[config.mk]
export PLATFORM = sky130hd
export DESIGN_NAME = linear_adsr_envelope_vca_core
export DESIGN_NICKNAME = d
export VERILOG_FILES = /design/src/sv/adsr_pkg.sv /design/src/sv/linear_adsr_envelope_vca_core.sv
export VERILOG_INCLUDE_DIRS = /design/src /design/src/sv
export SDC_FILE = /design/constraint.sdc
export NUM_CORES = 2
export LEC_CHECK = 0
export BUFFER_PORTS_ARGS = -buffer_cell sky130_fd_sc_hd__buf_2
export CAP_MARGIN = 40
export CORE_MARGIN = 8
export CORE_UTILIZATION = 40
export CTS_CLUSTER_SIZE = 40
export DETAILED_ROUTE_END_ITERATION = 16
export SYNTH_ARGS = -nofsm -noshare
export SYNTH_HDL_FRONTEND = slang
export SYNTH_SLANG_ARGS = --single-unit
[constraint.sdc]
create_clock -name clk -period 10.7 [get_ports clk]
set_input_delay 1.605 -clock clk [delete_from_list [all_inputs] [get_ports clk]]
set_output_delay 1.605 -clock clk [all_outputs]
set_load 0.03 [all_outputs]
[src/sv/linear_adsr_envelope_vca_core_defines.svh]
// Assertion macros shared by the envelope core.
`ifndef LINEAR_ADSR_ENVELOPE_VCA_CORE_DEFINES_SVH
`define LINEAR_ADSR_ENVELOPE_VCA_CORE_DEFINES_SVH

// Check a condition at every clock edge outside reset.
`define ADSR_ASSERT_ALWAYS(label, cond, msg) \
  label: assert property (@(posedge clk) disable iff (rst) (cond)) else $error(msg);

// Check that a condition implies another in the same cycle.
`define ADSR_ASSERT_SAME(label, ante, cons, msg) \
  label: assert property (@(posedge clk) disable iff (rst) (ante) |-> (cons)) \
    else $error(msg);

// Check that a condition implies another in the next cycle.
`define ADSR_ASSERT_NEXT(label, ante, cons, msg) \
  label: assert property (@(posedge clk) disable iff (rst) (ante) |=> (cons)) \
    else $error(msg);

`endif

[src/sv/adsr_pkg.sv]
`default_nettype none

package adsr_pkg;

  // Fixed payload widths
  localparam int SAMPLE_BITS   = 16;
  localparam int LEVEL_BITS    = 16;
  localparam int TIME_BITS_DEF = 20;

  // Unity gain in Q1.15
  localparam logic [LEVEL_BITS-1:0] UNITY = 16'h8000;

  // Envelope phase codes as seen on the result beat
  localparam logic [2:0] PH_OFF     = 3'd0;
  localparam logic [2:0] PH_ATTACK  = 3'd1;
  localparam logic [2:0] PH_DECAY   = 3'd2;
  localparam logic [2:0] PH_SUSTAIN = 3'd3;
  localparam logic [2:0] PH_RELEASE = 3'd4;

  // Configuration register indexes
  localparam int REG_IDX_BITS = 3;
  localparam logic [REG_IDX_BITS-1:0] REG_ATTACK_SAMPLES  = 3'd0;
  localparam logic [REG_IDX_BITS-1:0] REG_ATTACK_PEAK     = 3'd1;
  localparam logic [REG_IDX_BITS-1:0] REG_DECAY_SAMPLES   = 3'd2;
  localparam logic [REG_IDX_BITS-1:0] REG_SUSTAIN_LEVEL   = 3'd3;
  localparam logic [REG_IDX_BITS-1:0] REG_RELEASE_SAMPLES = 3'd4;

  // Register reset values
  localparam int ATTACK_SAMPLES_RST  = 480;
  localparam int DECAY_SAMPLES_RST   = 4800;
  localparam int RELEASE_SAMPLES_RST = 24000;
  localparam logic [LEVEL_BITS-1:0] ATTACK_PEAK_RST   = 16'd32768;
  localparam logic [LEVEL_BITS-1:0] SUSTAIN_LEVEL_RST = 16'd16384;

  typedef struct packed {
    logic signed [SAMPLE_BITS-1:0] left_in;
    logic signed [SAMPLE_BITS-1:0] right_in;
    logic                          gate;
  } in_beat_t;

  typedef struct packed {
    logic signed [SAMPLE_BITS-1:0] left_out;
    logic signed [SAMPLE_BITS-1:0] right_out;
    logic [LEVEL_BITS-1:0]         envelope_level;
    logic [2:0]                    phase;
  } out_beat_t;

  // Limit a programmed level to unity
  function automatic logic [LEVEL_BITS-1:0] clamp_level(input logic [LEVEL_BITS-1:0] v);
    return (v > UNITY) ? UNITY : v;
  endfunction

endpackage

`default_nettype wire

[src/sv/linear_adsr_envelope_vca_core.sv]
`default_nettype none
// Linear ADSR envelope with a stereo VCA. Each input beat carries a stereo
// sample pair and a gate bit; the envelope (off, attack, decay, sustain,
// release) advances once per beat and one result beat returns both samples
// scaled by the new level, floor((level * sample) / 32768), together with
// the level and phase. A rising gate restarts attack from the current
// level, a falling gate starts release from the current level. Phase
// lengths are in samples; converting from time is up to software. Beats
// that run an attack, decay or release ramp pass through an evaluate step,
// then one multiplier computes the two interpolation terms, a restoring
// divider produces one quotient bit per cycle for all 16 quotient bits, and
// the same multiplier then scales left and right. Beats in off or sustain,
// at a phase end or in a zero-length phase skip the ramp and go from the
// evaluate step straight to scaling left and right. The block takes one
// beat at a time; a finished result waits in the output register while the
// next beat is accepted. Write configuration only while no beat is in
// flight; the block does not hold back writes.
`include "linear_adsr_envelope_vca_core_defines.svh"

module linear_adsr_envelope_vca_core #(
  parameter int TIME_BITS = adsr_pkg::TIME_BITS_DEF,
  localparam int CFG_W = (TIME_BITS > adsr_pkg::LEVEL_BITS) ? TIME_BITS
                                                             : adsr_pkg::LEVEL_BITS
) (
  input  wire logic                                clk,
  input  wire logic                                rst,
  input  wire logic                                in_valid,
  output      logic                                in_stall,
  input  wire adsr_pkg::in_beat_t                  in_data,
  output      logic                                out_valid,
  input  wire logic                                out_stall,
  output      adsr_pkg::out_beat_t                 out_data,
  input  wire logic                                cfg_we,
  input  wire logic [adsr_pkg::REG_IDX_BITS-1:0]   cfg_index,
  input  wire logic [CFG_W-1:0]                    cfg_data
);
  import adsr_pkg::*;

  localparam int ELAP_W = TIME_BITS + 1;
  localparam int ACC_W  = TIME_BITS + LEVEL_BITS;
  localparam int MA_W   = ((SAMPLE_BITS > TIME_BITS) ? SAMPLE_BITS : TIME_BITS) + 1;
  localparam int MB_W   = LEVEL_BITS + 1;
  localparam int PROD_W = MA_W + MB_W;
  localparam int CNT_W  = $clog2(LEVEL_BITS);

  typedef enum logic [6:0] {
    S_IDLE  = 7'b0000001,
    S_EVAL  = 7'b0000010,
    S_MUL_A = 7'b0000100,
    S_MUL_B = 7'b0001000,
    S_DIV   = 7'b0010000,
    S_MUL_L = 7'b0100000,
    S_MUL_R = 7'b1000000
  } state_t;

  state_t state;

  // Configuration registers
  logic [TIME_BITS-1:0]  attack_samples;
  logic [LEVEL_BITS-1:0] attack_peak;
  logic [TIME_BITS-1:0]  decay_samples;
  logic [LEVEL_BITS-1:0] sustain_level;
  logic [TIME_BITS-1:0]  release_samples;

  // Envelope state
  logic [2:0]            phase_reg;
  logic [ELAP_W-1:0]     elapsed_count;
  logic [LEVEL_BITS-1:0] level_reg;
  logic [LEVEL_BITS-1:0] attack_origin;
  logic [LEVEL_BITS-1:0] release_origin;

  // Datapath registers
  logic signed [SAMPLE_BITS-1:0] left_smp;
  logic signed [SAMPLE_BITS-1:0] right_smp;
  logic signed [SAMPLE_BITS-1:0] left_res;
  logic [ACC_W-1:0]              acc;
  logic [TIME_BITS-1:0]          rem;
  logic [LEVEL_BITS-1:0]         quo;
  logic [CNT_W-1:0]              div_cnt;

  logic                          in_accept;
  logic [LEVEL_BITS-1:0]         peak;
  logic [LEVEL_BITS-1:0]         sus;
  logic [TIME_BITS-1:0]          cur_len;
  logic [LEVEL_BITS-1:0]         from_level;
  logic [LEVEL_BITS-1:0]         to_level;
  logic [2:0]                    end_phase;
  logic                          is_ramp;
  logic                          past_end;
  logic [TIME_BITS-1:0]          elapsed_t;
  logic signed [MA_W-1:0]        mul_a;
  logic [LEVEL_BITS-1:0]         mul_b;
  logic signed [PROD_W-1:0]      prod;
  logic signed [SAMPLE_BITS-1:0] scaled;
  logic [ACC_W-1:0]              acc_sum;
  logic [TIME_BITS:0]            trial;
  logic [TIME_BITS:0]            trial_diff;
  logic                          trial_ge;
  logic [LEVEL_BITS-1:0]         quo_next;

  assign in_stall  = (state != S_IDLE);
  assign in_accept = in_valid && !in_stall;
  assign peak      = clamp_level(attack_peak);
  assign sus       = clamp_level(sustain_level);
  assign elapsed_t = elapsed_count[TIME_BITS-1:0];

  // Select length, ramp end points and successor for the current phase
  always_comb begin
    cur_len    = '0;
    from_level = '0;
    to_level   = '0;
    end_phase  = phase_reg;
    is_ramp    = 1'b0;
    unique case (phase_reg)
      PH_ATTACK: begin
        cur_len    = attack_samples;
        from_level = attack_origin;
        to_level   = peak;
        end_phase  = PH_DECAY;
        is_ramp    = 1'b1;
      end
      PH_DECAY: begin
        cur_len    = decay_samples;
        from_level = peak;
        to_level   = sus;
        end_phase  = PH_SUSTAIN;
        is_ramp    = 1'b1;
      end
      PH_RELEASE: begin
        cur_len    = release_samples;
        from_level = release_origin;
        to_level   = '0;
        end_phase  = PH_OFF;
        is_ramp    = 1'b1;
      end
      default: begin
        is_ramp = 1'b0;
      end
    endcase
  end

  assign past_end = elapsed_count > {1'b0, cur_len};

  // Steer the shared multiplier
  always_comb begin
    unique case (state)
      S_MUL_A: begin
        mul_a = $signed(MA_W'(cur_len - elapsed_t));
        mul_b = from_level;
      end
      S_MUL_B: begin
        mul_a = $signed(MA_W'(elapsed_t));
        mul_b = to_level;
      end
      S_MUL_L: begin
        mul_a = MA_W'(left_smp);
        mul_b = level_reg;
      end
      default: begin
        mul_a = MA_W'(right_smp);
        mul_b = level_reg;
      end
    endcase
  end

  assign prod   = PROD_W'(mul_a) * PROD_W'($signed({1'b0, mul_b}));
  assign scaled = prod[SAMPLE_BITS+14:15];

  // Sum of both interpolation terms, then one restoring divide step
  assign acc_sum    = acc + prod[ACC_W-1:0];
  assign trial      = {rem, quo[LEVEL_BITS-1]};
  assign trial_diff = trial - {1'b0, cur_len};
  assign trial_ge   = trial >= {1'b0, cur_len};
  assign quo_next   = {quo[LEVEL_BITS-2:0], trial_ge};

  // Configuration writes
  always_ff @(posedge clk) begin
    if (rst) begin
      attack_samples  <= TIME_BITS'(ATTACK_SAMPLES_RST);
      attack_peak     <= ATTACK_PEAK_RST;
      decay_samples   <= TIME_BITS'(DECAY_SAMPLES_RST);
      sustain_level   <= SUSTAIN_LEVEL_RST;
      release_samples <= TIME_BITS'(RELEASE_SAMPLES_RST);
    end else if (cfg_we) begin
      unique case (cfg_index)
        REG_ATTACK_SAMPLES:  attack_samples  <= cfg_data[TIME_BITS-1:0];
        REG_ATTACK_PEAK:     attack_peak     <= cfg_data[LEVEL_BITS-1:0];
        REG_DECAY_SAMPLES:   decay_samples   <= cfg_data[TIME_BITS-1:0];
        REG_SUSTAIN_LEVEL:   sustain_level   <= cfg_data[LEVEL_BITS-1:0];
        REG_RELEASE_SAMPLES: release_samples <= cfg_data[TIME_BITS-1:0];
        default: begin
        end
      endcase
    end
  end

  // Sequencer and envelope state
  always_ff @(posedge clk) begin
    if (rst) begin
      state          <= S_IDLE;
      phase_reg      <= PH_OFF;
      elapsed_count  <= '0;
      level_reg      <= '0;
      attack_origin  <= '0;
      release_origin <= '0;
      out_valid      <= 1'b0;
    end else begin
      // Drop the result once it is taken, unless a new one lands now
      if (out_valid && !out_stall && state != S_MUL_R) begin
        out_valid <= 1'b0;
      end
      unique case (state)
        S_IDLE: begin
          if (in_accept) begin
            // Restart attack on a rising gate, start release on a falling one
            if ((phase_reg == PH_OFF || phase_reg == PH_RELEASE) && in_data.gate) begin
              phase_reg     <= PH_ATTACK;
              attack_origin <= level_reg;
              elapsed_count <= '0;
            end else if (phase_reg != PH_OFF && phase_reg != PH_RELEASE &&
                         !in_data.gate) begin
              phase_reg      <= PH_RELEASE;
              release_origin <= level_reg;
              elapsed_count  <= '0;
            end
            state <= S_EVAL;
          end
        end
        S_EVAL: begin
          priority if (!is_ramp) begin
            state <= S_MUL_L;
          end else if (past_end) begin
            // Advance to the next phase and keep the level, except that the end of release clears it
            phase_reg     <= end_phase;
            elapsed_count <= '0;
            if (phase_reg == PH_RELEASE) begin
              level_reg <= '0;
            end
            state <= S_MUL_L;
          end else if (cur_len == '0) begin
            level_reg <= to_level;
            state     <= S_MUL_L;
          end else begin
            state <= S_MUL_A;
          end
        end
        S_MUL_A: begin
          acc   <= prod[ACC_W-1:0];
          state <= S_MUL_B;
        end
        S_MUL_B: begin
          // Quotient fits 16 bits, so the high part starts below the divisor
          rem     <= acc_sum[ACC_W-1:LEVEL_BITS];
          quo     <= acc_sum[LEVEL_BITS-1:0];
          div_cnt <= '0;
          state   <= S_DIV;
        end
        S_DIV: begin
          rem     <= trial_ge ? trial_diff[TIME_BITS-1:0] : trial[TIME_BITS-1:0];
          quo     <= quo_next;
          div_cnt <= div_cnt + 1'b1;
          if (div_cnt == '1) begin
            level_reg <= quo_next;
            state     <= S_MUL_L;
          end
        end
        S_MUL_L: begin
          left_res <= scaled;
          if (elapsed_count != '1) begin
            elapsed_count <= elapsed_count + 1'b1;
          end
          state <= S_MUL_R;
        end
        S_MUL_R: begin
          // Hold until the output register is free
          if (!out_valid || !out_stall) begin
            out_data.left_out       <= left_res;
            out_data.right_out      <= scaled;
            out_data.envelope_level <= level_reg;
            out_data.phase          <= phase_reg;
            out_valid               <= 1'b1;
            state                   <= S_IDLE;
          end
        end
        default: begin
          state <= S_IDLE;
        end
      endcase
    end
  end

  // Latch the sample pair of an accepted beat
  always_ff @(posedge clk) begin
    if (in_accept) begin
      left_smp  <= in_data.left_in;
      right_smp <= in_data.right_in;
    end
  end

  `ADSR_ASSERT_ALWAYS(a_level_unity, level_reg <= UNITY, "envelope level above unity")
  `ADSR_ASSERT_ALWAYS(a_phase_code, phase_reg <= PH_RELEASE, "invalid phase code")
  `ADSR_ASSERT_SAME(a_div_rem, state == S_DIV, rem < cur_len, "divider remainder too large")
  `ADSR_ASSERT_NEXT(a_accept_eval, in_accept, state == S_EVAL, "accepted beat not evaluated")

endmodule

`default_nettype wire

==> impl_metrics.csv <==
group,metric,value,unit
status,status,"finished clean",
global_route,grt_max_degree,77,
routing,drtIter0Drc,2180,
global_route,grt_busiest_layer,"met2",
die,dieArea,85100,um2
logic_synthesis,synth_top_cell_area_share,21.5,%
sta,max-slew-margin-rel,38.4,%
layout,drive_gt1_share,16.8,%
sta,period_needed,10.27,ns
sta,final_max_slew_viol_count,0,
critical_path,cp.required,11.01,ns
logic_synthesis,netlist_top_cells_count,"496 x nand2_1, 468 x inv_1, 326 x fa_1",
logic_synthesis,synth.distinct_cells,88,
pwr,power_density,117,nW/um2
routing,vias_per_cell,5.50,
logic_synthesis,synth_fa_ha_area_share,29.3,%
critical_path,slowest_stage,"fa_1",
logic_synthesis,syn_area,30400,um2
sta,hold-worst-slack,0.418,ns
cts,clk_pin_slew,0.06,ns
sta,finalCritPeriodShare,96.0,%
layout,top_register,"out_data",
global_route,grt_use_total,23.5,%
layout,syn_to_final_growth,17.8,%
placement,io_buffers,113,
die,coreArea,75600,um2
logic_synthesis,synth_compound_area_share,15.1,%
sta,finClkSkew,0.0316,ns
logic_synthesis,synthSimpleGateAreaFrac,15.8,%
layout,final_core_util,47.4,%
global_route,grt_overflow,0,
critical_path,start_kind,"flip-flop",
cts,cts_buffers,41,
pwr,p_leak,15.8,nW
pwr,peakVddDrop,112,uV
layout,fin_cells,4669,
routing,dr_total_vias,25700,
sta,max_freq,97.3,MHz
logic_synthesis,async_flop_share,0,%
critical_path,arrival,10.58,ns
placement,gp_congestion,0.962,
sta,hold_viol_final,0,
critical_path,cp_slowest_stage_delay,0.58,ns
die,die_h,292,um
routing,drc,0,
critical_path,crit_path_frequent_cell,"fa_1",
global_route,grt_first_pass_wirelength,155,mm
logic_synthesis,yosys.area.top_type,"fa_1",
hold_path,min_path_type,"flip-flop to flip-flop",
layout,top_regs,"out_data (51), acc (36), elapsed_count (21)",
run,max_cap_violations,0,
global_route,use_met2,38.0,%
logic_synthesis,synth_warnings,0,
die,start_util,40.3,%
logic_synthesis,synthFlopType,"edfxtp_1",
placement,placedCellCount,4573,
routing,wl_per_cell,21.8,um
critical_path,crit_path_end_kind,"flip-flop",
logic_synthesis,synth_xor_area_share,3.13,%
logic_synthesis,synthCells,3362,
sta,setup_violations,0,
layout,largest_reg_flops,51,
cts,insertion_delay,0.59,ns
logic_synthesis,synth_edf_count,175,
critical_path,crit_fanout,11,
logic_synthesis,yosysSeqAreaShare,28.6,%
logic_synthesis,ys_seq_elements,347,
die,io-pin-count,114,
global_route,met1_usage,31.9,%
routing,dr.pass1.iters,6,
logic_synthesis,synthMuxAreaShare,0.337,%
sta,tightest_slew,0.918,ns
layout,finalNetCount,4237,
die,die_w,292,um
cts,cts-root-buf,"clkbuf_16",
cts,max-clock-path-buffers,3,
routing,wirelength,102,mm
global_route,antenna_found_initial,3,
critical_path,setup.worst_path.class,"flip-flop to flip-flop",
logic_synthesis,avgSynthCellArea,9.05,um2
global_route,use_met3,3.65,%
routing,drtAntennaViolNets,0,
pwr,finalPower,4.21,mW
die,rows,101,
logic_synthesis,synth.most_common_cell,"nand2_1",
cts,h-tree-depth,2,
logic_synthesis,synth_top_family_by_area,"adder cells",
logic_synthesis,ys_top_cells_by_area,"fa_1 21%, edfxtp_1 17%, dfxtp_1 11%, ha_1 7.9%, nand2_1 6.1%",
placement,dp.final_hpwl,81.6,mm
logic_synthesis,syn_nets,3941,
cts,cts_tree,"yes",
global_route,grt_pass1_vias,25500,
cts,clock-sinks,347,
==> worst max-delay path, delay by kind of cell (launching register included) <==
kind                     cells  cell delay [ns]
XOR/XNOR                     2             0.35
AND/OR/NAND/NOR             10             1.47
adder cells (fa/ha/maj)      9             3.93
AO/OA/AOI/OAI               16             2.44
buffers and inverters       11             1.32
multiplexers                 1             0.08
flip-flops                   1             0.36
==> area by class of cell <==
| type | count | area (um2) |
|---|---|---|
| multi-input combinational | 2404 | 19900 |
| sequential | 347 | 8700 |
| timing repair buffer | 395 | 2790 |
| clock inverter | 24 | 280 |
| fill | 7268 | 39700 |
| clock buffer | 51 | 1120 |
| inverter | 469 | 1760 |
| tap | 978 | 1220 |
| antenna | 1 | 2.50 |
==> timing repair <==
action                                  in CTS  in global routing
hold endpoints to repair                     0                  0
endpoints found under the setup margin       4                 19
pin swaps                                    4                 59
hold buffers                                 0                  0
buffers inserted                             3                 17
resized for setup                            6                126
==> worst paths after layout <==
kind	start	endpoint	slack [ns]	cells after the start
worst max register to register	phase_reg[0]	rem[17]	0.43	49
worst max-delay path	phase_reg[0]	rem[17]	0.43	49
worst min-delay path	left_res[2]	out_data[37]	0.42	0
worst min register to register	left_res[2]	out_data[37]	0.42	0
==> power breakdown <==
group | internal [mW] | switching, mW | total, mW
registers | 1.46 | 0.0395 | 1.49
clock network | 0.853 | 0.609 | 1.46
logic | 0.502 | 0.748 | 1.25
total | 2.81 | 1.40 | 4.21
==> placed cells by master, fill, tap and decap left out, drive strengths merged, types with 114 or more instances in the layout <==
cell	n
a21oi	283
buf	395
dfxtp	172
edfxtp	175
fa	326
ha	192
inv	471
nand2	496
nor2	241
o21ai	114
==> metal layers <==
metal / up-vias / part of all wire, % / wire [um]
met1: 12600 / 43 / 44100
met2: 1023 / 46 / 46400
met5: - / 0.0078 / 8
met3: 200 / 7.4 / 7540
met4: 2 / 3.8 / 3860
li1: 11900 / - / -
==> kinds of logic after synthesis <==
group,after synthesis
compound gates,715
mux,10
buf+inv,611
fa+ha+maj,518
simple gates,1054
xor+xnor,107
flops,347
==> stage by stage <==
stage	setup TNS (ns)	setup slack (ns)	area, um2
floorplan	0	0.00782	30400
CTS	0	0.0150	35200
global route	-0.0486	-0.0328	35800
detailed placement	-0.214	-0.0937	33800
global placement	0	0.0503	33700
finish	0	0.426	35800
No activity file was read; power rests on OpenSTA's default activity.
